==> config.mk <==
export PLATFORM = sky130hd
export DESIGN_NAME = eil_merge
export DESIGN_NICKNAME = d
export VERILOG_FILES = /design/src/eil_pkg.sv /design/src/eil_merge.sv
export SDC_FILE = /design/constraint.sdc
export NUM_CORES = 1
export LEC_CHECK = 0
export CORE_AREA = 10 10 135 137
export DETAILED_ROUTE_END_ITERATION = 7
export DIE_AREA = 0 0 145 147
export DONT_BUFFER_PORTS = 1
export GPL_ROUTABILITY_DRIVEN = 0
export GPL_TIMING_DRIVEN = 0
export PLACE_DENSITY_LB_ADDON = 0.15
export SLEW_MARGIN = 15
export SYNTH_ARGS = -nofsm -noshare
export SYNTH_HDL_FRONTEND = slang
export SYNTH_SLANG_ARGS = --single-unit
export TNS_END_PERCENT = 10
==> constraint.sdc <==
create_clock -name vclk -period 0.96
set_clock_uncertainty 0.05 [all_clocks]
set_input_delay 0.048 -clock vclk [all_inputs]
set_output_delay 0.048 -clock vclk [all_outputs]
set_load 0.01 [all_outputs]
==> src/eil_pkg.sv <==
// shared types, command codes and default sizes for the event interval logger
// no dependencies
package eil_pkg;

    localparam int CHANNELS_DEF  = 4;
    localparam int LOG_DEPTH_DEF = 8;
    localparam int TYPES         = 4;

    localparam logic [1:0] CMD_UPDATE = 2'd0;
    localparam logic [1:0] CMD_READ   = 2'd1;
    localparam logic [1:0] CMD_CLEAR  = 2'd2;

    typedef struct packed {
        logic [1:0]  cmd;
        logic [3:0]  swell_flags;
        logic [3:0]  sag_flags;
        logic [3:0]  creep_flags;
        logic [3:0]  active_flags;
        logic [31:0] timestamp;
        logic [3:0]  slot_id;
        logic [2:0]  entry_offset;
    } item_t;

    typedef struct packed {
        logic        ok;
        logic        store_request;
        logic [7:0]  event_count;
        logic        slot_active;
        logic [31:0] start_time;
        logic [31:0] end_time;
    } result_t;

    typedef struct packed {
        logic visit;
        logic rd;
        logic clr;
    } lane_ctl_t;

    typedef struct packed {
        logic [7:0]  event_count;
        logic        slot_active;
        logic [31:0] start_time;
        logic [31:0] end_time;
    } lane_rd_t;

endpackage

==> src/eil_merge.sv <==
// merging stage: combines the close flags of all lanes and picks the read lane
// depends on eil_pkg
module eil_merge (
    input  eil_pkg::lane_rd_t lane_rd [eil_pkg::TYPES],
    input  logic [eil_pkg::TYPES-1:0] lane_closed,
    input  logic [1:0]        sel,
    output logic              closed_any,
    output eil_pkg::lane_rd_t rd
);

    always_comb
    begin
        closed_any = |lane_closed;
        unique case (sel)
            2'd0:    rd = lane_rd[0];
            2'd1:    rd = lane_rd[1];
            2'd2:    rd = lane_rd[2];
            default: rd = lane_rd[3];
        endcase
    end

endmodule

==> impl_metrics.json <==
{
  "status": "finished with violations",
  "violations": "setup timing",
  "worstPathMaxFanout": 10,
  "critPathArrivalTime_ns": 0.95,
  "multi_input_area_sq_um": 1655,
  "endpoint_kind": "output port",
  "antenna_found_initial": 1,
  "hold_path_class": "input port to output port",
  "syn-instance-count": 90,
  "numPortBuffers": 0,
  "crit_slowest_cell": "mux4_2",
  "startpoint_type": "input port",
  "setup_viol": 70,
  "dpl.cell_count": 306,
  "hold_viol": 0,
  "fp.dieW_um": 145,
  "worstPathRequired_ns": 0.86,
  "fill_cells": 1700,
  "drive_gt1_frac": 0.9778,
  "synth_common_cells": "mux4_2, buf_12, buf_2",
  "via_per_inst": 4.489,
  "dp_hpwl_um": 12440,
  "grt_overflow": 0,
  "slew_headroom": 0.8697,
  "synth.avg_cell_area_sq_um": 20.52,
  "synth.distinct_cells": 7,
  "timing.final.ws_setup_ns": -0.08304,
  "core_area_sq_um": 15600,
  "dieArea_sq_um": 21320,
  "nets": 390,
  "setup_tns_ns": -4.389,
  "stdcell_count": 307,
  "crit_family": "multiplexers",
  "clkbuf_count": 0,
  "drc_errors": 0,
  "routed-via-count": 1378,
  "yosys.cell_count.top_type": "mux4_2",
  "period_needed_ns": 1.043,
  "dr.pass1.iters": 4,
  "yosysTopAreaCell": "mux4_2",
  "syn_to_final_growth_pct": 16.73,
  "p_leak_nw": 0.5867,
  "ioPinCount": 372,
  "mappedNetlistNets": 388,
  "worstMarginPinSlew_ns": 0.1955,
  "maxSlewViolCount": 0,
  "wirelength_um": 12950,
  "yosys_warnings": 0,
  "synth.area.top_cells": "mux4_2, buf_12, buf_2",
  "rsz0062_at_grt": "true",
  "ant_nets": 0,
  "total_power_w": 0.001112,
  "wl_per_cell_um": 42.19,
  "cts_setup_buffers": 0,
  "ir_drop_uv": 168.2,
  "initial_utilization": 0.1184,
  "synth_top_area_frac": 0.8780,
  "grt_pass1_wl_um": 17070,
  "ff_latch_area_sq_um": 0,
  "track_usage": 0.1077,
  "drt-initial-drc-count": 92,
  "max_stage_delay_ns": 0.58,
  "die_h_um": 147,
  "p_per_area_nw_per_um2": 516.0,
  "worstSetupPathType": "input port to output port",
  "n_sequential_cell": 0,
  "drv_cap": 0,
  "ys_seq_area_frac": 0,
  "path_buf_inv": 2,
  "grt_pass1_vias": 1656,
  "worstPathCellList": "buf_16 -> buf_12 -> mux4_2",
  "clock.fmax_ghz": 0.9587,
  "grt_start_max_net_pins": 11,
  "synth_area_sq_um": 1847,
  "min_from": "lane_closed[2]",
  "worstSetupStartpoint": "sel[0]",
  "num_rows": 46,
  "fin_crit_sh": 1.087
}
-- per-stage QoR --
stage	worst slack [ns]	area [sq um]	util	hold WS [ns]
5_1_grt	-0.1208	2156	0.1382	0.2007
4_1_cts	-0.1085	2153	0.1381	0.2040
3_5_place_dp	-0.2658	2126	0.1363	0.2066
6_report	-0.08304	2156	0.1382	0.1939
2_1_floorplan	-0.0003511	1856	-	0.1669
3_3_place_gp	-0.2449	2126	0.1363	0.2104
-- area by class of cell --
class | instances | area share
diodes | 1 | 0.001161
plain buffers | 16 | 0.1056
multi-input cells | 74 | 0.7678
well taps | 216 | 0.1254
-- final timing paths --
kind | end | depth (start not counted)
worst max-delay path | rd[33] | 3
worst min-delay path | closed_any | 1
-- placed cells by master, fill, tap and decap left out --
cell type,netlist,routed
or4_1,1,1
mux4_1,1,1
mux4_2,72,72
buf_4,0,7
buf_16,0,1
diode_2,0,1
clkbuf_4,0,1
buf_12,7,7
-- logic make-up (layout without fill, tap and decap cells) --
kind of cell	after synthesis	in the layout	share of synthesized area
and+or+nand+nor	1	1	0.004067
other	0	1	0
muxes	73	73	0.8923
buffers and inverters	16	16	0.1037
-- report_power, final --
group	total [W]	internal, W	switching [W]
Sequential	0	0	0
Combinational	0.00111	0.000587	0.000526
Clock	0.000000000140	0.000000000140	0
-- per-layer routing --
| metal | track usage | up-vias | wire length [um] |
|---|---|---|---|
| li1 | - | 478 | - |
| met1 | 0.09797 | 679 | 3835 |
| met2 | 0.2055 | 213 | 7054 |
| met3 | 0.06388 | 8 | 1943 |
| met4 | 0.01328 | 0 | 118 |
| met5 | 0 | - | 0 |
-- timing repair --
| action | 4_1_cts | 5_1_grt |
|---|---|---|
| hold buffers | 0 | 0 |
| gates resized for setup | 9 | 0 |
| setup endpoints to repair | 71 | 71 |
(Power assumes the default switching activity.)
