## config.mk

```make
export PLATFORM = sky130hd
export DESIGN_NAME = eil_lane
export DESIGN_NICKNAME = d
export VERILOG_FILES = /design/src/eil_pkg.sv /design/src/eil_lane.sv
export SDC_FILE = /design/constraint.sdc
export NUM_CORES = 2
export LEC_CHECK = 0
export ABC_AREA = 1
export ABC_CLOCK_PERIOD_IN_PS = 4800
export BUFFER_PORTS_ARGS = -buffer_cell sky130_fd_sc_hd__buf_2
export CELL_PAD_IN_SITES_DETAIL_PLACEMENT = 0
export CELL_PAD_IN_SITES_GLOBAL_PLACEMENT = 1
export CORE_MARGIN = 5
export CORE_UTILIZATION = 25
export DETAILED_ROUTE_END_ITERATION = 10
export MAX_ROUTING_LAYER = met4
export PLACE_DENSITY_LB_ADDON = 0.1
export SKIP_CTS_REPAIR_TIMING = 1
export SLEW_MARGIN = 30
export SYNTH_ARGS = -nofsm -noshare
export SYNTH_HDL_FRONTEND = slang
export SYNTH_SLANG_ARGS = --single-unit
export TNS_END_PERCENT = 1
```

## constraint.sdc

```tcl
create_clock -name clk -period 4.8 [get_ports clk]
set_input_delay 0.96 -clock clk [delete_from_list [all_inputs] [get_ports clk]]
set_output_delay 0.96 -clock clk [all_outputs]
set_load 0.1 [all_outputs]
```

## src/eil_pkg.sv

```systemverilog
// shared types, command codes and default sizes for the event interval logger
// no dependencies
package eil_pkg;

    localparam int CHANNELS_DEF  = 4;
    localparam int LOG_DEPTH_DEF = 8;
    localparam int TYPES         = 4;

    localparam logic [1:0] CMD_UPDATE = 2'd0;
    localparam logic [1:0] CMD_READ   = 2'd1;
    localparam logic [1:0] CMD_CLEAR  = 2'd2;

    typedef struct packed {
        logic [1:0]  cmd;
        logic [3:0]  swell_flags;
        logic [3:0]  sag_flags;
        logic [3:0]  creep_flags;
        logic [3:0]  active_flags;
        logic [31:0] timestamp;
        logic [3:0]  slot_id;
        logic [2:0]  entry_offset;
    } item_t;

    typedef struct packed {
        logic        ok;
        logic        store_request;
        logic [7:0]  event_count;
        logic        slot_active;
        logic [31:0] start_time;
        logic [31:0] end_time;
    } result_t;

    typedef struct packed {
        logic visit;
        logic rd;
        logic clr;
    } lane_ctl_t;

    typedef struct packed {
        logic [7:0]  event_count;
        logic        slot_active;
        logic [31:0] start_time;
        logic [31:0] end_time;
    } lane_rd_t;

endpackage

```

## src/eil_lane.sv

```systemverilog
// one event type lane: per-channel slot state and the start/end log rings
// depends on eil_pkg
module eil_lane #(
    parameter int CHANNELS  = eil_pkg::CHANNELS_DEF,
    parameter int LOG_DEPTH = eil_pkg::LOG_DEPTH_DEF,
    localparam int CW = (CHANNELS > 1) ? $clog2(CHANNELS) : 1
) (
    input  logic               clk,
    input  logic               rst_n,
    input  eil_pkg::lane_ctl_t ctl,
    input  logic [CW-1:0]      ch,
    input  logic [3:0]         flags,
    input  logic [31:0]        timestamp,
    input  logic [2:0]         entry_offset,
    output logic               closed,
    output eil_pkg::lane_rd_t  rd
);

    localparam int IW    = $clog2(LOG_DEPTH);
    localparam int FW    = (CHANNELS > 4) ? CHANNELS : 4;
    localparam int AW    = CW + IW;
    localparam int DEPTH = 2 ** AW;

    logic          open_reg  [CHANNELS];
    logic          wrap_reg  [CHANNELS];
    logic [IW-1:0] ring_reg  [CHANNELS];
    logic [7:0]    count_reg [CHANNELS];

    logic [31:0] start_mem [DEPTH];
    logic [31:0] end_mem   [DEPTH];

    logic [31:0]   start_q;
    logic [31:0]   end_q;
    logic          full_q;
    logic          atcur_q;
    logic          open_q;
    logic [7:0]    count_q;

    logic [IW-1:0] cur;
    logic [IW-1:0] cur_inc;
    logic          is_open;
    logic [FW-1:0] flags_sh;
    logic          present;
    logic          open_evt;
    logic          close_evt;
    logic [IW-1:0] off_n;
    logic [IW:0]   diff;
    logic [IW-1:0] idx;
    logic          full;
    logic          at_cur;

    always_comb
    begin
        cur       = ring_reg[ch];
        is_open   = open_reg[ch];
        cur_inc   = (cur == IW'(LOG_DEPTH - 1)) ? '0 : cur + IW'(1);
        flags_sh  = FW'(flags) >> ch;
        present   = flags_sh[0];
        open_evt  = ctl.visit && !is_open && present;
        close_evt = ctl.visit && is_open && !present;
        off_n     = IW'(entry_offset);
        diff      = {1'b0, cur} - {1'b0, off_n};
        idx       = diff[IW] ? IW'(diff + (IW + 1)'(LOG_DEPTH)) : diff[IW-1:0];
        at_cur    = (idx == cur);
        full      = !at_cur && (wrap_reg[ch] || (idx < cur));
    end

    assign closed = close_evt;

    always_ff @(posedge clk or negedge rst_n)
    begin
        if (!rst_n)
        begin
            for (int i = 0; i < CHANNELS; i++)
            begin
                open_reg[i]  <= 1'b0;
                wrap_reg[i]  <= 1'b0;
                ring_reg[i]  <= '0;
                count_reg[i] <= '0;
            end
        end
        else if (ctl.clr)
        begin
            for (int i = 0; i < CHANNELS; i++)
            begin
                open_reg[i]  <= 1'b0;
                wrap_reg[i]  <= 1'b0;
                ring_reg[i]  <= '0;
                count_reg[i] <= '0;
            end
        end
        else if (open_evt)
        begin
            open_reg[ch] <= 1'b1;
        end
        else if (close_evt)
        begin
            open_reg[ch]  <= 1'b0;
            ring_reg[ch]  <= cur_inc;
            count_reg[ch] <= count_reg[ch] + 8'd1;
            wrap_reg[ch]  <= wrap_reg[ch] || (cur == IW'(LOG_DEPTH - 1));
        end
    end

    // log rings, written on open and close, read one entry per read transfer
    always_ff @(posedge clk)
    begin
        if (open_evt)
        begin
            start_mem[{ch, cur}] <= timestamp;
        end
        if (close_evt)
        begin
            end_mem[{ch, cur}] <= timestamp;
        end
        if (ctl.rd)
        begin
            start_q <= start_mem[{ch, idx}];
            end_q   <= end_mem[{ch, idx}];
            full_q  <= full;
            atcur_q <= at_cur;
            open_q  <= is_open;
            count_q <= count_reg[ch];
        end
    end

    // the current entry only holds a start while the slot is open
    always_comb
    begin
        rd.event_count = count_q;
        rd.slot_active = open_q;
        rd.start_time  = (full_q || (atcur_q && open_q)) ? start_q : '0;
        rd.end_time    = full_q ? end_q : '0;
    end

endmodule

```

==> metrics.yaml <==
worst_setup_path:
  cp_slowest_cell: "fa_4"
  worstSetupEndpointType: "register"
  crit_type: "reg2reg"
  arrival_ns: 4.72
  worstPathMaxFanout: 31
  cp_top_family: "buffers and inverters"
  required_ns: 5.53
  start_kind: "register"
  crit_buf_inv: 8
  max_stage_delay_ns: 0.97
  path_cells: "inv_1 -> o22ai_1 -> nor3_1 -> buf_4 -> ha_4 -> inv_1 -> fa_4 -> buf_12 -> buf_12 -> buf_4 -> nand3_1 -> nand2_1 -> inv_1 -> nand3_1 -> nand3_1 -> nand2_1 -> clkinv_1 -> nand2_1"
logic_synthesis:
  synthCells: 9103
  synth_top_cell_by_area: "edfxtp_1"
  synthTopCellsByArea: "edfxtp_1 67%, nand2_1 7.9%, inv_1 6.3%, nand3_1 5.3%, nor2_1 3.6%"
  syn-num-nets: 9160
  ys_warn_count: 0
  synth.most_common_cell: "edfxtp_1"
  yosys.area.top_type_share: 0.675
  syn_area_per_cell_sq_um: 10.4
  synthArstFlopShare: 0.0239
  synthFlopType: "edfxtp_1"
  synthTopCellsByCount: "2,123 x edfxtp_1, 1,982 x nand2_1, 1,591 x inv_1, 998 x nand3_1, 914 x nor2_1"
  ys_ff_latch: 2175
  syn_area_sq_um: 94500
  ys_seq_area_frac: 0.689
  ys_types: 36
  synth_edf_count: 2123
die:
  core_area_sq_um: 376000
  initial_utilization: 0.251
  die_area_sq_um: 390000
  rows: 225
  die_h_um: 625
  io_pins: 120
  die_w_um: 625
global_route:
  grt_pass1_wl_um: 509000
  first_global_vias: 64979
  grt_max_degree: 90
  antenna_found_initial: 27
  grt_usage: 0.186
  overflow: 0
place:
  io_buffers: 119
  placed_cells: 14126
  dp_hpwl_um: 203000
  gp_congestion: 0.752
pwr:
  combinationalPowerShare: 0.102
  vdd_drop_max_mv: 0.234
  power_frac_seq: 0.459
  p_sw_frac: 0.258
  power.internal_mw: 34.1
  total_power_mw: 46.0
  power_frac_clock: 0.439
  powerDensity_nw_per_um2: 408
  power.leakage_nw: 45.6
  p_sw_mw: 11.9
sta:
  max_freq_mhz: 250
  setup_viol_count_final: 0
  min_period_over_period: 0.833
  min_period_ns: 4.00
  finalHoldViolations: 0
  rsz0062_at_grt: "false"
  maxSlewViolCount: 0
  tightest_slew_ns: 0.995
  fin_worst_skew_ns: 0.0514
  slew_headroom: 0.337
clock_network:
  cts_tree: "built"
  cts_max_path_buffers: 4
  cts_root_buf: "clkbuf_16"
  h-tree-depth: 5
  clock_sinks: 2175
  worstSkewPairLatency_ns: 0.89
  cts.clk_slew.worst_paths_ns: 0.06
  cts_made_buffers: 277
cells_and_area:
  final_util: 0.300
  layout-drive-gt1-share: 0.105
  filler_cell_count: 39065
  fin_cells: 14627
  syn_to_final_growth_pct: 19.4
  fin_nets: 9471
  reg_top3: "end_mem: 1024 flops, start_mem: 1024 flops"
detailed_routing:
  vias: 64415
  drt-total-wl_um: 360000
  drc: 0
  ant_nets: 0
  wire_per_inst_um: 24.6
  via_per_inst: 4.40
  firstDrtPassIters: 5
  drt_iter0_drc: 4406
hold_path:
  hold_class: "in2async"
run_status:
  status: "finished, final reports clean"
job:
  timing.max_cap.violations: 0
==> worst reg2reg max path, stage by stage, from the launching register on <==
cell,delay [ns]
dfrtp_1,0.36
inv_1,0.10
o22ai_1,0.11
nor3_1,0.31
buf_4,0.20
ha_4,0.11
inv_1,0.05
fa_4,0.97
buf_12,0.24
buf_12,0.26
buf_4,0.26
nand3_1,0.11
nand2_1,0.08
inv_1,0.05
nand3_1,0.07
nand3_1,0.08
nand2_1,0.15
clkinv_1,0.21
nand2_1,0.12
==> layer usage <==
metal	wire, um	vias up	GRT usage
met5	0	-	-
met4	8050	0	0.0393
met3	10500	464	0.0165
met2	177000	1107	0.317
met1	164000	32608	0.242
li1	-	30236	-
==> power by group through the flow <==
stage | clock network (mW) | logic [mW] | registers (mW)
floorplan | 0 | 2.68 | 21.4
global placement | 0 | 4.83 | 21.5
detailed placement | 0 | 4.81 | 21.5
CTS | 20.9 | 4.83 | 21.1
global route | 21.6 | 5.18 | 21.1
finish | 20.2 | 4.68 | 21.1
==> logic make-up after synthesis <==
kind of cell	synth area share
simple gates	0.176
flops	0.689
buf+inv	0.0909
compound gates	0.0425
fa+ha+maj	0.00154
xor+xnor	0.000185
==> layout by cell type (no fill, tap or decap), drive strengths merged, types with 30 or more instances in the layout <==
master / Yosys / final
buf: 301 / 517
clkbuf: 184 / 370
nand2: 1990 / 1990
nand3: 1002 / 1002
or2: 34 / 34
nor2: 922 / 922
nand3b: 30 / 30
dfrtp: 52 / 52
nor3: 33 / 33
inv: 1597 / 1604
o21ai: 787 / 787
edfxtp: 2123 / 2123
clkinv: 22 / 112
==> stage by stage <==
stage	TNS [ns]	worst slack, ns	hold slack, ns	area, sq um
after floorplan	-348.62	-0.458	0.469	94500
after global placement	-0.177	-0.0696	0.484	104000
after detailed placement	-0.188	-0.0868	0.488	104000
after CTS	0	0.748	0.179	113000
after global routing	0	0.590	0.256	113000
final	0	0.803	0.234	113000
==> final timing paths <==
| kind | from | to | slack (ns) | depth (start not counted) |
|---|---|---|---|---|
| max | ring_reg[6] | start_q[10] | 0.80 | 18 |
| min in group clk | entry_offset[1] | atcur_q | 0.42 | 2 |
| min | rst_n | count_reg[29] | 0.23 | 2 |
| min reg2reg | count_reg[27] | count_reg[27] | 0.50 | 2 |
| max in group asynchronous | rst_n | count_reg[24] | 4.06 | 2 |
| max reg2reg | ring_reg[6] | start_q[10] | 0.80 | 18 |
==> area by class of cell <==
type,instances,area [sq um],area share
clock inverter,114,877,0.00777
multi-input combinational,4824,21300,0.189
inverter,1619,6100,0.0540
clock buffer,370,7680,0.0681
antenna,14,35.0,0.000311
sequential,2175,65100,0.577
tap,4994,6250,0.0554
timing repair buffer,517,5520,0.0489
Note: power is estimated with default switching activity, not from simulation.
